File: src/hw/rtl/lzwd_fifo.sv
// Small register queue with push/full and pop/empty sides.
// Standalone; used for the command queue and the result queue.
module lzwd_fifo #(
  parameter int WIDTH = 8,
  parameter int DEPTH = 4
) (
  input  logic             clk,
  input  logic             rst,
  input  logic             push,
  input  logic [WIDTH-1:0] wdata,
  output logic             full,
  input  logic             pop,
  output logic [WIDTH-1:0] rdata,
  output logic             empty
);

  localparam int PW = (DEPTH > 1) ? $clog2(DEPTH) : 1;
  localparam int CW = $clog2(DEPTH + 1);

  logic [WIDTH-1:0] slots [DEPTH];
  logic [PW-1:0]    wr_ptr;
  logic [PW-1:0]    rd_ptr;
  logic [CW-1:0]    count;
  logic             do_push;
  logic             do_pop;

  assign full    = (count == CW'(DEPTH));
  assign empty   = (count == '0);
  assign do_push = push && !full;
  assign do_pop  = pop && !empty;
  assign rdata   = slots[rd_ptr];

  // Storage
  always_ff @(posedge clk) begin
    if (do_push) begin
      slots[wr_ptr] <= wdata;
    end
  end

  // Pointers and occupancy
  always_ff @(posedge clk) begin
    if (rst) begin
      wr_ptr <= '0;
      rd_ptr <= '0;
      count  <= '0;
    end else begin
      if (do_push) begin
        wr_ptr <= (wr_ptr == PW'(DEPTH - 1)) ? '0 : wr_ptr + 1'b1;
      end
      if (do_pop) begin
        rd_ptr <= (rd_ptr == PW'(DEPTH - 1)) ? '0 : rd_ptr + 1'b1;
      end
      unique case ({do_push, do_pop})
        2'b10:   count <= count + 1'b1;
        2'b01:   count <= count - 1'b1;
        default: count <= count;
      endcase
    end
  end

endmodule

File: config.mk
export PLATFORM = sky130hd
export DESIGN_NAME = lzwd_fifo
export DESIGN_NICKNAME = d
export VERILOG_FILES = /design/src/hw/rtl/lzwd_fifo.sv
export SDC_FILE = /design/constraint.sdc
export NUM_CORES = 1
export LEC_CHECK = 0
export ABC_AREA = 1
export BUFFER_PORTS_ARGS = -buffer_cell sky130_fd_sc_hd__buf_2
export CAP_MARGIN = 20
export CORE_MARGIN = 2
export CORE_UTILIZATION = 50
export CTS_CLUSTER_DIAMETER = 30
export DETAILED_ROUTE_END_ITERATION = 7
export PLACE_DENSITY = 0.8
export SYNTH_ARGS = -nofsm -noshare
export SYNTH_HDL_FRONTEND = slang
export SYNTH_SLANG_ARGS = --single-unit
File: constraint.sdc
create_clock -name clk -period 2.05 [get_ports clk]
set_clock_uncertainty 0.15 [all_clocks]
set_input_delay 0.205 -clock clk [delete_from_list [all_inputs] [get_ports clk]]
set_output_delay 0.205 -clock clk [all_outputs]
set_load 0.01 [all_outputs]
# == Word-level counts from Yosys, hierarchy flattened ==
# Memories as Yosys holds them, arrays and structs flattened. A register that Yosys moved wholly into a read port is not among the register bits.
# Index checks and enable logic that the tools add are counted.
# word_totals
ff_bits,7
output_inout_bits,10
n_memories,1
input_bits,12
mem_bits_rw,32
# classes
n_eq_ne,5
reduce_logical,6
muxes,7
addsub,4
# memory_table
name,words,word_bits,rd,rd_clocked_by_memory_dff,wr,line,rtl
slots,4,8,1,1,1,20,logic [WIDTH-1:0] slots [DEPTH];
# op_table
operator,count
$mux W2,4
$eq A2 B2 Y1 const B,3
$pmux W3 S2,1
$add A2 B1 Y2 const B,2
$add A3 B1 Y3 const B,1
$eq A3 B3 Y1 const B,1
$logic_not A3 Y1,1
$sub A3 B1 Y3 const B,1
$eq A2 B1 Y1 const B,1
$logic_and A1 B1 Y1,2
$logic_not A1 Y1,2
$mux W1,2
$reduce_bool A2 Y1,1

# == Longest topological paths before layout ==
# depth
word_depth,5
ltp_mapped,13

# == Least setup slack after synthesis ==
# No wires, ideal clock.
# synth_timing
path_kind,register -> register
from,register count[1]
to,register count[2]
period_less_slack_ps,1772
path_buffers,0
setup_time_ps,110
slack_ps,278
arrival_ps,1512
path_stages_with_launch,13
cell_sequence,dfxtp_1 -> nor2_1 -> nand2_2 -> nand2_2 -> ha_1 -> inv_1 -> fa_1 -> inv_1 -> nand2_1 -> nand3_1 -> nand2_1 -> inv_1 -> nor2_1
# synth_between
elab_chain_cells,5
# synth_rtl
element,line,rtl
start: declaration,23,logic [CW-1:0] count;
start signal: assignment,54,2'b10: count <= count + 1'b1;
start signal: assignment,55,2'b01: count <= count - 1'b1;
start signal: assignment,56,default: count <= count;
$eq A3 B3 Y1 or $logic_not A3 Y1 (tied branches),"27, 28",
"$logic_not A1 Y1, on equally long branches","29, 30",
"$logic_and A1 B1 Y1, on equally long branches","29, 30",
$eq A2 B1 Y1 or $eq A2 B2 Y1 (tied branches),53,"unique case ({do_push, do_pop})"
$pmux W3 S2 or $reduce_bool A2 Y1 (tied branches),n/a,
# Parallel ways exist; a longest one is shown, timed or not.
# A chain may end at the register's enable or synchronous reset.

# == Final worst setup path ==
# Ends and elaborated chain as after synthesis.

==> impl_metrics.yaml <==
clock_network:
  clk_latency_ps: 350
  postCtsSetupBuffers: 0
  clock-sinks: 41
  cts_root_buf: "clkbuf_4"
  numCtsBuffers: 5
  clockBufferDepth: 2
  htreeDepth: 2
  tritoncts: "done"
  clk_pin_slew_worst_paths_ps: 120
hold_path:
  worstHoldStart: "pop"
  hold_class: "in2reg"
worst_setup_path:
  cpMaxStageDelayCell: "fa_1"
  worstPathRequired_ps: 2190
  worstSetupStartpoint: "count[1]"
  critPathTopFamily: "simple AND/OR/NAND/NOR gates"
  r2r_end: "count[2]"
  endpoint_kind: "register"
  cpPeakStageDelay_ps: 390
  path_cells: "nor2_2 -> nand2_2 -> nand2_4 -> ha_1 -> inv_1 -> fa_1 -> nand2_1 -> nand3_1 -> nand2_1 -> inv_1 -> nor2_1"
  critical_path_class: "reg2reg"
  cp.buffers_inverters: 2
  arrival_ps: 2070
  cp.depth: 11
  critical_path.max_fanout: 7
  r2r_slack_ps: 120
  endpoint: "count[2]"
  rr_startpoint: "count[1]"
  reg2reg_depth: 11
  start_kind: "register"
cells_and_area:
  diodes: 0
  post-route-cell-area_um2: 2020
  drive_above_1_share_pct: 22.9
  final_net_count: 206
  syn_to_final_growth_pct: 18.7
logic_synthesis:
  synth_ff_type: "edfxtp_1"
  synth_commonest_cells: "32 x edfxtp_1, 28 x nor2_1, 19 x inv_1, 14 x o21ai_0, 12 x nand2_1"
  synth-seq-cells: 41
  synthCells: 148
  yosys.area.top_type: "edfxtp_1"
  synth_edf_count: 32
  yosysMostFrequentCell: "edfxtp_1"
  synth.distinct_cells: 19
  yosysWarnings: 0
  ys_seq_area_share_pct: 67.0
  synth-async-reset-ratio_pct: 0
  yosys-top-cells-area: "edfxtp_1 56%, dfxtp_1 11%, nor2_1 6.2%"
  yosys.area.top_type_share_pct: 56.4
  syn-num-nets: 167
  synth_area_per_cell_um2: 11.5
  netlist_area_um2: 1700
grt:
  antenna_found_initial: 0
  grt_pass1_vias: 1129
  grt_max_degree: 17
  grt_usage_pct: 17.2
  grt_pass1_wl_um: 5090
  grt_overflow: 0
power:
  power_frac_seq_pct: 48.8
  cellLeakagePower_uw: 0.000828
  clkPwrFrac_pct: 16.6
  intPower_uw: 1460
  swShare_pct: 35.8
  p_switching_uw: 813
  powerDensity_nw_per_um2: 1120
  p_comb_share_pct: 34.6
  ir_worst_vdd_v: 0.000607
sta:
  timing.fmax_mhz: 517
  finalSetupTns_ps: 0
  hold_viol: 0
  worstMarginPinSlew_ps: 319
  period_minus_slack_ps: 1930
  slew-limit-headroom_pct: 78.7
  setup_viol: 0
  fin_hold_ws_ps: 10.5
  finalMaxSlewViolations: 0
  min_period_over_period_pct: 94.3
floorplanning:
  core_area_um2: 3310
  rows: 21
  die-area_um2: 3890
  start_util_pct: 51.4
  die_y_um: 62.4
  die_w_um: 62.4
  io_pins: 22
route:
  route.vias.total: 1175
  routedWlPerCell_um: 13.4
  routed_wl_um: 3140
  dr.pass1.iters: 4
  viasPerCell: 5.02
  antenna_left: 0
  drt_first_iter_violations: 64
  drc: 0
placed_design:
  portBuffers: 21
  place_area_um2: 1880
  gp_congestion: 0.726
  dp_hpwl_um: 2070
job:
  drv_cap: 0
outcome:
  status: "completed"
## routing by layer
| metal | global-route usage, % | part of all wire, % | up-vias |
|---|---|---|---|
| li1 | - | - | 582 |
| met1 | 21.1 | 42 | 548 |
| met2 | 29.1 | 52 | 38 |
| met3 | 3.44 | 4.2 | 7 |
| met4 | 8.89 | 1.9 | 0 |
| met5 | 0 | 0 | - |
## timing repair
| item | 4_1_cts | 5_1_grt |
|---|---|---|
| resized for setup | 0 | 4 |
| setup endpoints to repair | 0 | 2 |
| hold buffers | 8 | 0 |
| endpoints found under the hold margin | 32 | 0 |
## flip-flops by register name (all words and copies together) (netlist names), named ones only
name and cells:
wr_ptr 2, rd_ptr 2, slots 32, count 3
## worst reg2reg max path: cells and delay by family, from the launching register on
kind / cells / cell delay [ps]
and+or+nand+nor: 7 / 720
DFF: 1 / 350
adders and majority gates: 2 / 560
buffers and inverters: 2 / 100
## cell families after synthesis
logic type	after synthesis	synth area share, %
AOI/OAI and AO/OA	30	9.85
buffers and inverters	22	5.73
adders and majority gates	7	5.58
DFF	41	67.0
and+or+nand+nor	48	11.8
## placed cells by master, fill, tap and decap left out
cell and n:
nand2_4 1, nand3_1 1, nand4_1 1, clkinv_2 2
dlygate4sd3_1 8, nand2_2 1, ha_1 6, nor2_1 27
buf_2 21, o21ai_1 2, clkbuf_1 1, inv_2 1
o21ai_2 2, nand3b_1 2, nand2_1 12, buf_4 5
inv_1 19, clkbuf_4 5, edfxtp_1 32, o21ai_0 14
nor2_2 3, o22ai_1 8, dfxtp_2 2, fa_1 1
a21oi_1 4, dfxtp_1 7
## final cells by class
type / instances / area (um^2)
inverter: 20 / 75.1
tap: 46 / 57.6
clock inverter: 2 / 10.0
fill: 279 / 1290
timing repair buffer: 34 / 223
multi-input combinational: 85 / 472
sequential: 41 / 1140
clock buffer: 6 / 41.3
## power by group through the flow
stage / sequential [uW] / combinational, uW / clock [uW]
final: 1110 / 785 / 377
after floorplan: 1090 / 525 / 0
after detailed placement: 1120 / 751 / 0
after CTS: 1100 / 769 / 380
after global placement: 1110 / 714 / 0
after global routing: 1120 / 897 / 422
## through the flow
| stage | util (%) | power, uW | worst slack, ps | instances |
|---|---|---|---|---|
| after floorplan | - | 1620 | 278 | 148 |
| after global placement | 56.8 | 1820 | 221 | 218 |
| after detailed placement | 56.8 | 1870 | 96.7 | 218 |
| after CTS | 60.8 | 2240 | 91.5 | 234 |
| after global routing | 61.1 | 2440 | -17.2 | 234 |
| final | 61.1 | 2270 | 117 | 234 |
## worst min path at each step
stage / slack, ps / depth (start not counted) / end
3_5_place_dp: 270 / 1 / slots[0][2]
3_3_place_gp: 260 / 1 / slots[3][6]
6_report: 10 / 4 / register
4_1_cts: 3 / 4 / rd_ptr[1]
5_1_grt: 10 / 4 / rd_ptr[1]
2_1_floorplan: 150 / 0 / slots[0][0]
Note: power is estimated with default switching activity, not from simulation.
