**config.mk**
```make
export PLATFORM = sky130hd
export DESIGN_NAME = lzwd_parser
export DESIGN_NICKNAME = d
export VERILOG_FILES = /design/src/hw/rtl/lzwd_pkg.sv /design/src/hw/rtl/lzwd_parser.sv
export SDC_FILE = /design/constraint.sdc
export NUM_CORES = 1
export LEC_CHECK = 0
export BUFFER_PORTS_ARGS = -buffer_cell sky130_fd_sc_hd__buf_2
export CORE_MARGIN = 4
export CORE_UTILIZATION = 51
export DETAILED_ROUTE_END_ITERATION = 12
export PLACE_DENSITY = 0.79
export SLEW_MARGIN = 20
export SYNTH_ARGS = -nofsm -noshare
export SYNTH_HDL_FRONTEND = slang
export SYNTH_SLANG_ARGS = --single-unit
```
**constraint.sdc**
```tcl
create_clock -name clk -period 3.2 [get_ports clk]
set_clock_uncertainty 0.2 [all_clocks]
set_input_delay 0.48 -clock clk [delete_from_list [all_inputs] [get_ports clk]]
set_output_delay 0.48 -clock clk [all_outputs]
set_load 0.005 [all_outputs]
```
**src/hw/rtl/lzwd_pkg.sv**
```systemverilog
// Shared types and constants for the LZ window decompressor.
// Depends on nothing; imported by the parser, copy engine and top level.
package lzwd_pkg;

  // History window and queue sizing
  localparam int LZWD_HISTORY_DEPTH = 4096;
  localparam int LZWD_CMD_DEPTH     = 4;
  localparam int LZWD_RES_DEPTH     = 4;

  // Field widths
  localparam int DIST_W  = 12;
  localparam int LCODE_W = 4;
  localparam int RUN_W   = LCODE_W + 1;
  localparam int TOTAL_W = 32;

  // Stream constants
  localparam logic [7:0]   TOKEN_END  = 8'h00;
  localparam logic [3:0]   FLAG_COUNT = 4'd8;
  localparam logic [TOTAL_W-1:0] COUNT_MAX = '1;

  // Work items passed from the parser to the copy engine
  typedef enum logic [1:0] {
    CMD_LIT,
    CMD_COPY,
    CMD_END
  } cmd_kind_t;

  typedef struct packed {
    cmd_kind_t            kind;
    logic [7:0]           lit;
    logic [DIST_W-1:0]    distance;
    logic [LCODE_W-1:0]   len_code;
  } lzwd_cmd_t;

  // One result beat
  typedef struct packed {
    logic [7:0]          data_byte;
    logic                byte_valid;
    logic                run_last;
    logic                stream_end;
    logic [TOTAL_W-1:0]  total_length;
  } lzwd_res_t;

endpackage

```
**src/hw/rtl/lzwd_parser.sv**
```systemverilog
// Front end: walks tag flags and turns compressed bytes into commands.
// Depends on lzwd_pkg for the command type and stream constants.
module lzwd_parser
  import lzwd_pkg::*;
(
  input  logic      clk,
  input  logic      rst,
  input  logic      accept,
  input  logic [7:0] in_byte,
  output logic      cmd_valid,
  output lzwd_cmd_t cmd
);

  typedef enum logic [1:0] {
    PH_TAG,
    PH_SYM,
    PH_DIST
  } phase_t;

  phase_t       phase, phase_next;
  logic [7:0]   flag_bits, flag_bits_next;
  logic [3:0]   flags_left, flags_left_next;
  logic [7:0]   pending, pending_next;
  logic [3:0]   left_dec;
  logic [7:0]   flags_shift;

  assign left_dec    = (flags_left != '0) ? flags_left - 1'b1 : flags_left;
  assign flags_shift = {flag_bits[6:0], 1'b0};

  // Classify the incoming beat
  always_comb begin
    cmd_valid       = 1'b0;
    cmd.kind        = CMD_LIT;
    cmd.lit         = in_byte;
    cmd.distance    = {pending[7:4], in_byte};
    cmd.len_code    = pending[3:0];
    phase_next      = phase;
    flag_bits_next  = flag_bits;
    flags_left_next = flags_left;
    pending_next    = pending;
    if (accept) begin
      unique case (phase)
        PH_SYM: begin
          if (!flag_bits[7]) begin
            cmd_valid       = 1'b1;
            cmd.kind        = CMD_LIT;
            flag_bits_next  = flags_shift;
            flags_left_next = left_dec;
            phase_next      = (left_dec == '0) ? PH_TAG : PH_SYM;
          end else if (in_byte == TOKEN_END) begin
            cmd_valid       = 1'b1;
            cmd.kind        = CMD_END;
            flag_bits_next  = '0;
            flags_left_next = '0;
            pending_next    = '0;
            phase_next      = PH_TAG;
          end else begin
            pending_next = in_byte;
            phase_next   = PH_DIST;
          end
        end
        PH_DIST: begin
          cmd_valid       = 1'b1;
          cmd.kind        = CMD_COPY;
          pending_next    = '0;
          flag_bits_next  = flags_shift;
          flags_left_next = left_dec;
          phase_next      = (left_dec == '0) ? PH_TAG : PH_SYM;
        end
        default: begin
          // tag byte, also the unused phase code
          flag_bits_next  = in_byte;
          flags_left_next = FLAG_COUNT;
          phase_next      = PH_SYM;
        end
      endcase
    end
  end

  // Parser state
  always_ff @(posedge clk) begin
    if (rst) begin
      phase      <= PH_TAG;
      flag_bits  <= '0;
      flags_left <= '0;
      pending    <= '0;
    end else begin
      phase      <= phase_next;
      flag_bits  <= flag_bits_next;
      flags_left <= flags_left_next;
      pending    <= pending_next;
    end
  end

endmodule

```
Word level (Yosys, flattened, before mapping)
Cells that the tools add are included.
{"block": "op_classes", "addsub": 1, "muxes": 22, "n_reduce_logical": 6, "n_eq_ne": 4}
{"cell": "8-bit two-way mux", "count": 4}
{"cell": "8-bit one-hot mux with 2 select lines", "count": 2}
{"cell": "4-bit two-way mux", "count": 3}
{"cell": "2-bit two-way mux", "count": 5}
{"cell": "8-bit zero test", "count": 1}
{"cell": "2-bit one-hot mux with 2 select lines", "count": 2}
{"cell": "4-bit one-hot mux with 2 select lines", "count": 1}
{"cell": "4-bit zero test", "count": 1}
{"cell": "1-bit two-way mux", "count": 4}
{"cell": "4-bit nonzero test", "count": 1}
{"cell": "4-bit by 1-bit subtractor with 4-bit output (second input constant)", "count": 1}
{"cell": "3-bit inequality test (second input constant)", "count": 1}
{"cell": "3-bit AND reduction", "count": 1}
{"cell": "2-bit by 1-bit equality test with 1-bit output (second input constant)", "count": 1}
{"cell": "2-bit equality test (second input constant)", "count": 1}
{"cell": "2-bit inequality test (second input constant)", "count": 1}
{"cell": "1-bit one-hot mux with 2 select lines", "count": 1}
{"cell": "2-bit AND reduction", "count": 1}
{"cell": "2-bit nonzero test", "count": 1}
{"block": "word_totals", "regBits": 22, "input_bits": 11, "elab_cells": 38}

Longest topological paths before layout
Gate-level depths: netlist of the first run.
{"block": "logic_depth", "word_depth": 6, "depth_mapped": 7, "ltp_nobuf": 6}

Worst setup path after synthesis of the first run
Ideal clock, no wire load.
{"block": "synth_timing", "path_type": "input -> output", "startpoint": "in accept", "endpoint": "out cmd[25] (netlist bit)", "stages": 4, "setup_slack_ns": 1.291, "t_arrival_ns": 1.229, "n_path_buf": 2, "required_time_ns": 2.520, "cell_sequence": "clkbuf_8 -> inv_1 -> clkbuf_1 -> nor4_1"}
{"element": "from (decl)", "line_no": "lzwd_parser.sv:8", "text": "input logic accept,"}
{"element": "to (decl)", "line_no": "lzwd_parser.sv:11", "text": "output lzwd_cmd_t cmd"}

Worst setup path after layout of the first run
{"block": "layout_timing", "startpoint": "reg phase[0]", "endpoint": "out cmd_valid"}
{"block": "layout_between", "elab_chain_len": 3, "word_cells_on_any_way": 4, "classes_between": "eq/ne (2); mux (2)"}
{"element": "from (decl)", "line_no": "lzwd_parser.sv:20", "text": "phase_t phase, phase_next;"}
{"element": "from (signal assigned)", "line_no": "lzwd_parser.sv:88", "text": "phase <= phase_next;"}
{"element": "2-bit equality test / 2-bit by 1-bit equality test with 1-bit output (equally long branches)", "line_no": "lzwd_parser.sv:42", "text": "unique case (phase)"}
{"element": "1-bit one-hot mux with 2 select lines (*)", "line_no": "lzwd_parser.sv:42"}
{"element": "1-bit two-way mux (*)", "line_no": "lzwd_parser.sv:41", "text": "if (accept) begin"}
{"element": "to (decl)", "line_no": "lzwd_parser.sv:10", "text": "output logic cmd_valid,"}
Every way passes the cells marked *; elsewhere a longest branch is shown, timed or not.

==> results.txt, run 1 <==
Outcome -> complete, no violations
Hold EP -> flag_bits[2]$_SDFFE_PP0P_
Floorplan row count -> 17
Routability cong. -> 0.753
Least-Margin Pin Slew -> 0.582 ns
Vias in the first global route -> 1107
Register area share after synthesis -> 0.342
Worst Hold Depth -> 3
Synth Area in Compound Gates -> 0.253
Die X -> 58.2 um
Sw power -> 0.154 mW
Drt first pass iters -> 4
H-tree levels -> 1
Power Density -> 432 nW/um2
CTS Hold Bufs -> 0
Final Hold Vio Count -> 0
Combinational family with the most area after synthesis -> compound AO/OA/AOI/OAI gates
Vias/cell -> 6.02
Io pins -> 38
Clock sink total -> 22
Max FO, Critical Path -> 22
Fin Setup TNS -> 0 ns
# diodes -> 0
Max-slew violations -> 0
Nets -> 180
Mux share of post-synthesis cell area -> 0.00875
Xor-xnor portion of the synthesized cell area -> 0.00680
Seq pwr share -> 0.487
Die Y -> 58.2 um
Comb pwr share -> 0.155
WP data arrival -> 1.82 ns
Hold Worst Slack -> 0.278 ns
# setup viols final -> 0
Drt drc -> 0
Share of cells above drive strength 1 -> 0.291
P&R area growth vs syn -> 8.45%
Static Leak -> 0.564 nW
Number of I/O port buffers -> 37
Max Clock Freq -> 400 MHz
Initial antenna violation count -> 0
Root buf cell -> clkbuf_4
RSZ-0062 raised after global routing -> no
First-pass GRT wire length -> 5.02 mm
Post-CTS Setup Bufs -> 0
Synth Area per Inst -> 8.76 um2
Vias -> 1161
CTS resizes -> 0
Fin crit share -> 0.780
Synth warn -> 0
HPWL Detailed -> 2.13 mm
CP startpoint kind -> register
R2R Path Start -> phase[0]$_SDFFE_PP0P_
Synth Net Count -> 161
DR iter-0 viols -> 51
Total of max-cap violations -> 0
Worst slew margin -> 0.612
HP Start -> in_byte[2]
Peak supply drop -> 0.000416 V
ANT nets after route -> 0
Worst Path Required -> 2.52 ns
Area of the mapped netlist -> 1290 um2
Tmin final -> 2.50 ns
Worst hold path class -> in2reg
Internal Pwr Total -> 0.449 mW
Clock Latency Late Sink -> 0.31 ns
Final WL -> 2.96 mm
Grt ovf -> 0
Tot GR Track Use -> 0.185
Adder-Cell Fraction of Synth Area -> 0.0292
Num CTS Buffers -> 3
Core ar. -> 2300 um2
Yosys cell types -> 39
Largest net degree at the start of global routing -> 24
Die area -> 3390 um2
Clock share of power -> 0.358
Clk slew on worst S/H paths -> 0.13 ns
CTS tree -> yes
Clock Path Buffers -> 2
Simple-gate share of the synthesized area -> 0.216
Reg-to-reg endpoint -> flags_left[0]$_SDFFE_PP0P_
R2r setup slk -> 0.99 ns
Worst Reg-to-Reg Cells -> 6
WL/cell -> 15.3 um
Initial Utilization -> 0.560
Synth Register Bits -> 22
Critical path type -> reg2out
Post-Syn Instances -> 147
Sw frac -> 0.256
CP endpoint kind -> output pin
-- state kept, by name, summed over array words and instances, names as in the netlist --
signal      flops
phase           2
flags_left      4
flag_bits       8
pending         8
-- layout by cell type (no fill, tap or decap), types with 2 or more instances in the layout --
master	count
nor4_4	2
a21o_1	2
a21oi_1	13
nand3_1	2
o21ai_0	2
buf_2	37
o31ai_1	3
a22oi_1	9
a311oi_1	6
a211oi_1	3
dfxtp_1	22
nand3b_1	9
inv_1	6
nor2_1	12
clkbuf_4	3
nand2b_1	2
ha_1	3
nand2_1	9
-- worst max-delay path by stage --
| stage | start | end | slack [ns] | cells after the start |
|---|---|---|---|---|
| 2_1_floorplan | accept | cmd[25] | 1.29 | 4 |
| 3_3_place_gp | in_byte[2] | cmd_valid | 1.03 | 6 |
| 3_5_place_dp | in_byte[2] | cmd_valid | 0.99 | 6 |
| 4_1_cts | phase[0]$_SDFFE_PP0P_ | cmd_valid | 0.67 | 5 |
| 5_1_grt | phase[0]$_SDFFE_PP0P_ | cmd_valid | 0.58 | 5 |
| 6_report | phase[0]$_SDFFE_PP0P_ | cmd_valid | 0.70 | 5 |
-- routing by layer --
metal | global-route usage | share of wire
met2 | 0.332 | 0.50
met3 | 0.0468 | 0.057
met4 | 0.0497 | 0.016
met5 | 0 | 0
met1 | 0.217 | 0.42
-- synth_stat cells (all sizes together) --
master	instances	area, um2
dfxtp	22	440
buf	17	131
a21oi	14	73.8
nor2	13	51.3
a22oi	9	67.6
nand2	9	33.8
nand3b	9	67.6
a311oi	6	52.6
clkbuf	6	32.5
inv	6	22.5
a211oi	4	35.0
ha	3	37.5
nor4	3	48.8
o31ai	3	22.5
a21o	2	15.0
nand2b	2	12.5
nand3	2	10.0
nor3	2	15.0
o21ai	2	10.0
a2111oi	1	10.0
a21boi	1	7.51
a221oi	1	8.76
a31oi	1	6.26
mux2	1	11.3
nand4	1	6.26
nor2b	1	6.26
nor3b	1	7.51
nor4b	1	8.76
o21a	1	7.51
o41ai	1	8.76
or4b	1	10.0
xnor2	1	8.76
-- per-stage QoR --
step                      area, um2  setup slack, ns   util  std cells  total power, mW
after floorplan                1290             1.29      -        147            0.371
after detailed placement       1340            0.992  0.585        189            0.394
after global routing           1400            0.576  0.608        193            0.630
final                          1400            0.703  0.608        193            0.603
after global placement         1340             1.03  0.585        189            0.390
after CTS                      1400            0.671  0.608        193            0.609
-- cell type report --
type | instances | area, um2
flip-flops and latches | 22 | 440
fillers | 217 | 901
well taps | 28 | 35.0
inverters | 6 | 22.5
repair buffers | 37 | 185
clock inverters | 1 | 30.0
multi-input cells | 96 | 661
clock buffers | 3 | 22.5
-- power by group through the flow --
stage	sequential, mW	clock, mW	combinational [mW]
2_1_floorplan	0.298	0	0.0730
3_3_place_gp	0.299	0	0.0910
3_5_place_dp	0.300	0	0.0939
4_1_cts	0.294	0.221	0.0943
5_1_grt	0.296	0.230	0.104
6_report	0.294	0.216	0.0937
-- kinds of logic after synthesis --
group	after synthesis
AO/OA/AOI/OAI	46
XOR/XNOR	1
adder cells (fa/ha/maj)	3
buffers and inverters	29
flip-flops	22
multiplexers	1
AND/OR/NAND/NOR	45
-- worst max-delay path: stages (launching register included) --
cell     delay [ns]
dfxtp_1        0.35
inv_1          0.06
ha_1           0.53
nor2_1         0.30
o21a_1         0.16
buf_2          0.10
Power figures use the tool's default switching activity.
==> run 2, diff against run 1 <==
clock period = 2.3 ns   (was 3.2 ns; I/O delays follow)
==> run 2 against run 1 <==
Design area up 0.54%. Non-clock buffer count increased by 1. Final cell count up 0.52%. Setup slack got worse by 0.57 ns. Clock-buffer cell count is the same. First-iteration DRC count shrank 5.9%. Global-route usage is 0.44 points lower. Die area stayed put. Total power up 40%. Register-to-register slack lost 0.74 ns. Via count fell by 0.69%. Largest cell class unchanged.
==> results.txt, run 2 (synthesis results as in run 1) <==
Io pins -> 38 (unchanged)
ANT nets after route -> 0 (unchanged)
Drt first pass iters -> 4 (unchanged)
Most frequent cells in the layout -> buf_2, dfxtp_1, a21oi_1, nor2_1 (unchanged)
Most common cell after layout, fill and taps aside -> buf_2 (unchanged)
RSZ-0062 raised after global routing -> no (unchanged)
Worst Reg-to-Reg Cells -> 6 (unchanged)
WL/cell -> 15.0 um (was 15.3 um)
Clock Latency Late Sink -> 0.31 ns (about the same)
Peak supply drop -> 0.000543 V (was 0.000416 V)
Pre-CTS setup slack -> 0.302 ns (was 0.992 ns)
Max Clock Freq -> 460 MHz
H-tree levels -> 1 (unchanged)
DR iter-0 viols -> 48 (was 51)
Placed cell count -> 190 (was 189)
CP endpoint kind -> output pin (unchanged)
Max-slew violations -> 0 (unchanged)
First-pass GRT wire length -> 4.89 mm (was 5.02 mm)
Vias/cell -> 5.94 (was 6.02)
Share of cells above drive strength 1 -> 0.295 (was 0.291)
# setup viols final -> 0 (unchanged)
Static Leak -> 0.569 nW (was 0.564 nW)
Max FO, Critical Path -> 8 (was 22)
R2r setup slk -> 0.25 ns (was 0.99 ns)
Tot GR Track Use -> 0.181 (was 0.185)
Power Density -> 602 nW/um2 (was 432 nW/um2)
CTS Hold Bufs -> 0 (unchanged)
Worst slew margin -> 0.647 (was 0.612)
Worst setup margin -> 0.128 ns (was 0.703 ns)
Grt ovf -> 0 (unchanged)
Core ar. -> 2300 um2 (unchanged)
Clock Path Buffers -> 2 (unchanged)
Routability cong. -> 0.847 (was 0.753)
Nets -> 181 (was 180)
Largest net degree at the start of global routing -> 24 (unchanged)
P&R area growth vs syn -> 9.04% (was 8.45%)
Clk slew on worst S/H paths -> 0.13 ns (about the same)
End of the critical path -> cmd_valid (unchanged)
Post-CTS Setup Bufs -> 0 (unchanged)
Tmin final -> 2.17 ns
Root buf cell -> clkbuf_4 (unchanged)
Initial antenna violation count -> 0 (unchanged)
Least-Margin Pin Slew -> 0.527 ns (was 0.582 ns)
Outcome -> complete, no violations (unchanged)
CTS resizes -> 0 (unchanged)
Fin crit share -> 0.944
Worst setup startpoint -> phase[0]$_SDFFE_PP0P_ (unchanged)
Critical path type -> reg2out (unchanged)
HPWL Detailed -> 2.12 mm (was 2.13 mm)
Clock sink total -> 22 (unchanged)
CTS tree -> yes (unchanged)
Final WL -> 2.92 mm (was 2.96 mm)
Total of max-cap violations -> 0 (unchanged)
Die X -> 58.2 um (unchanged)
Fin Setup TNS -> 0 ns (unchanged)
Initial Utilization -> 0.560 (unchanged)
Die area -> 3390 um2 (unchanged)
Vias in the first global route -> 1062 (was 1107)
Floorplan row count -> 17 (unchanged)
CP startpoint kind -> register (unchanged)
Number of I/O port buffers -> 37 (unchanged)
Hold Worst Slack -> 0.147 ns (was 0.278 ns)
R2R Path Start -> phase[0]$_SDFFE_PP0P_ (unchanged)
Worst hold path class -> in2reg (unchanged)
Biggest registers after layout -> flag_bits (8), pending (8), flags_left (4) (unchanged)
Final Hold Vio Count -> 0 (unchanged)
Worst Path Required -> 1.75 ns (was 2.52 ns)
WP data arrival -> 1.63 ns (was 1.82 ns)
Drt drc -> 0 (unchanged)
Num CTS Buffers -> 3 (unchanged)
Final Non-Filler Cells -> 194 (was 193)
Die Y -> 58.2 um (unchanged)
Vias -> 1153 (was 1161)
# diodes -> 0 (unchanged)
Reg-to-reg endpoint -> flags_left[1]$_SDFFE_PP0P_ (was flags_left[0]$_SDFFE_PP0P_)
[run 2: changes by cell type in the layout (fill, tap and decap cells not counted)]
| cell | before | now |
|---|---|---|
| buf_4 | 0 | 1 |
[run 2: final cells by class]
type                            count  area, um2
Clock inverter                      1       30.0
Tap cell                           28       35.0
Inverter                            6       22.5
Sequential cell                    22        440
Timing Repair Buffer               38        193
Multi-Input combinational cell     96        661
Clock buffer                        3       22.5
Fill cell                         218        893
[run 2: how the worst min path moves through the flow]
stage	startpoint	endpoint	slack [ns]	cells after the start
2_1_floorplan	rst	phase[0]$_SDFFE_PP0P_	0.22	1
3_3_place_gp	flag_bits[0]$_SDFFE_PP0P_	flag_bits[0]$_SDFFE_PP0P_	0.27	2
3_5_place_dp	flag_bits[0]$_SDFFE_PP0P_	flag_bits[0]$_SDFFE_PP0P_	0.28	2
4_1_cts	in_byte[0]	flag_bits[0]$_SDFFE_PP0P_	0.14	3
5_1_grt	in_byte[2]	flag_bits[2]$_SDFFE_PP0P_	0.14	3
6_report	in_byte[0]	flag_bits[0]$_SDFFE_PP0P_	0.15	3
[run 2: power by group]
| group | switching [mW] | total [mW] | internal (mW) |
|---|---|---|---|
| Combinational | 0.0802 | 0.132 | 0.0522 |
| Sequential | 0.0117 | 0.410 | 0.398 |
| Clock | 0.127 | 0.303 | 0.176 |
| Total | 0.219 | 0.845 | 0.626 |
[run 2: metal layers]
| metal | global-route usage | wire length [um] |
|---|---|---|
| met4 | 0.0430 | 25 |
| met5 | 0 | 0 |
| met2 | 0.315 | 1470 |
| met3 | 0.0423 | 133 |
| met1 | 0.225 | 1290 |
[run 2: through the flow]
step	area [um2]	utilization	total power, mW
after detailed placement	1350	0.588	0.550
final	1400	0.611	0.845
after floorplan	1290	-	0.516
after CTS	1400	0.611	0.851
after global routing	1400	0.611	0.881
after global placement	1350	0.588	0.545
[run 2: critical path, stage by stage, from the launching register on]
cell and delay, ns:
dfxtp_1 0.37, inv_1 0.07, ha_1 0.41, nor2_1 0.21
o21a_1 0.15, buf_2 0.10
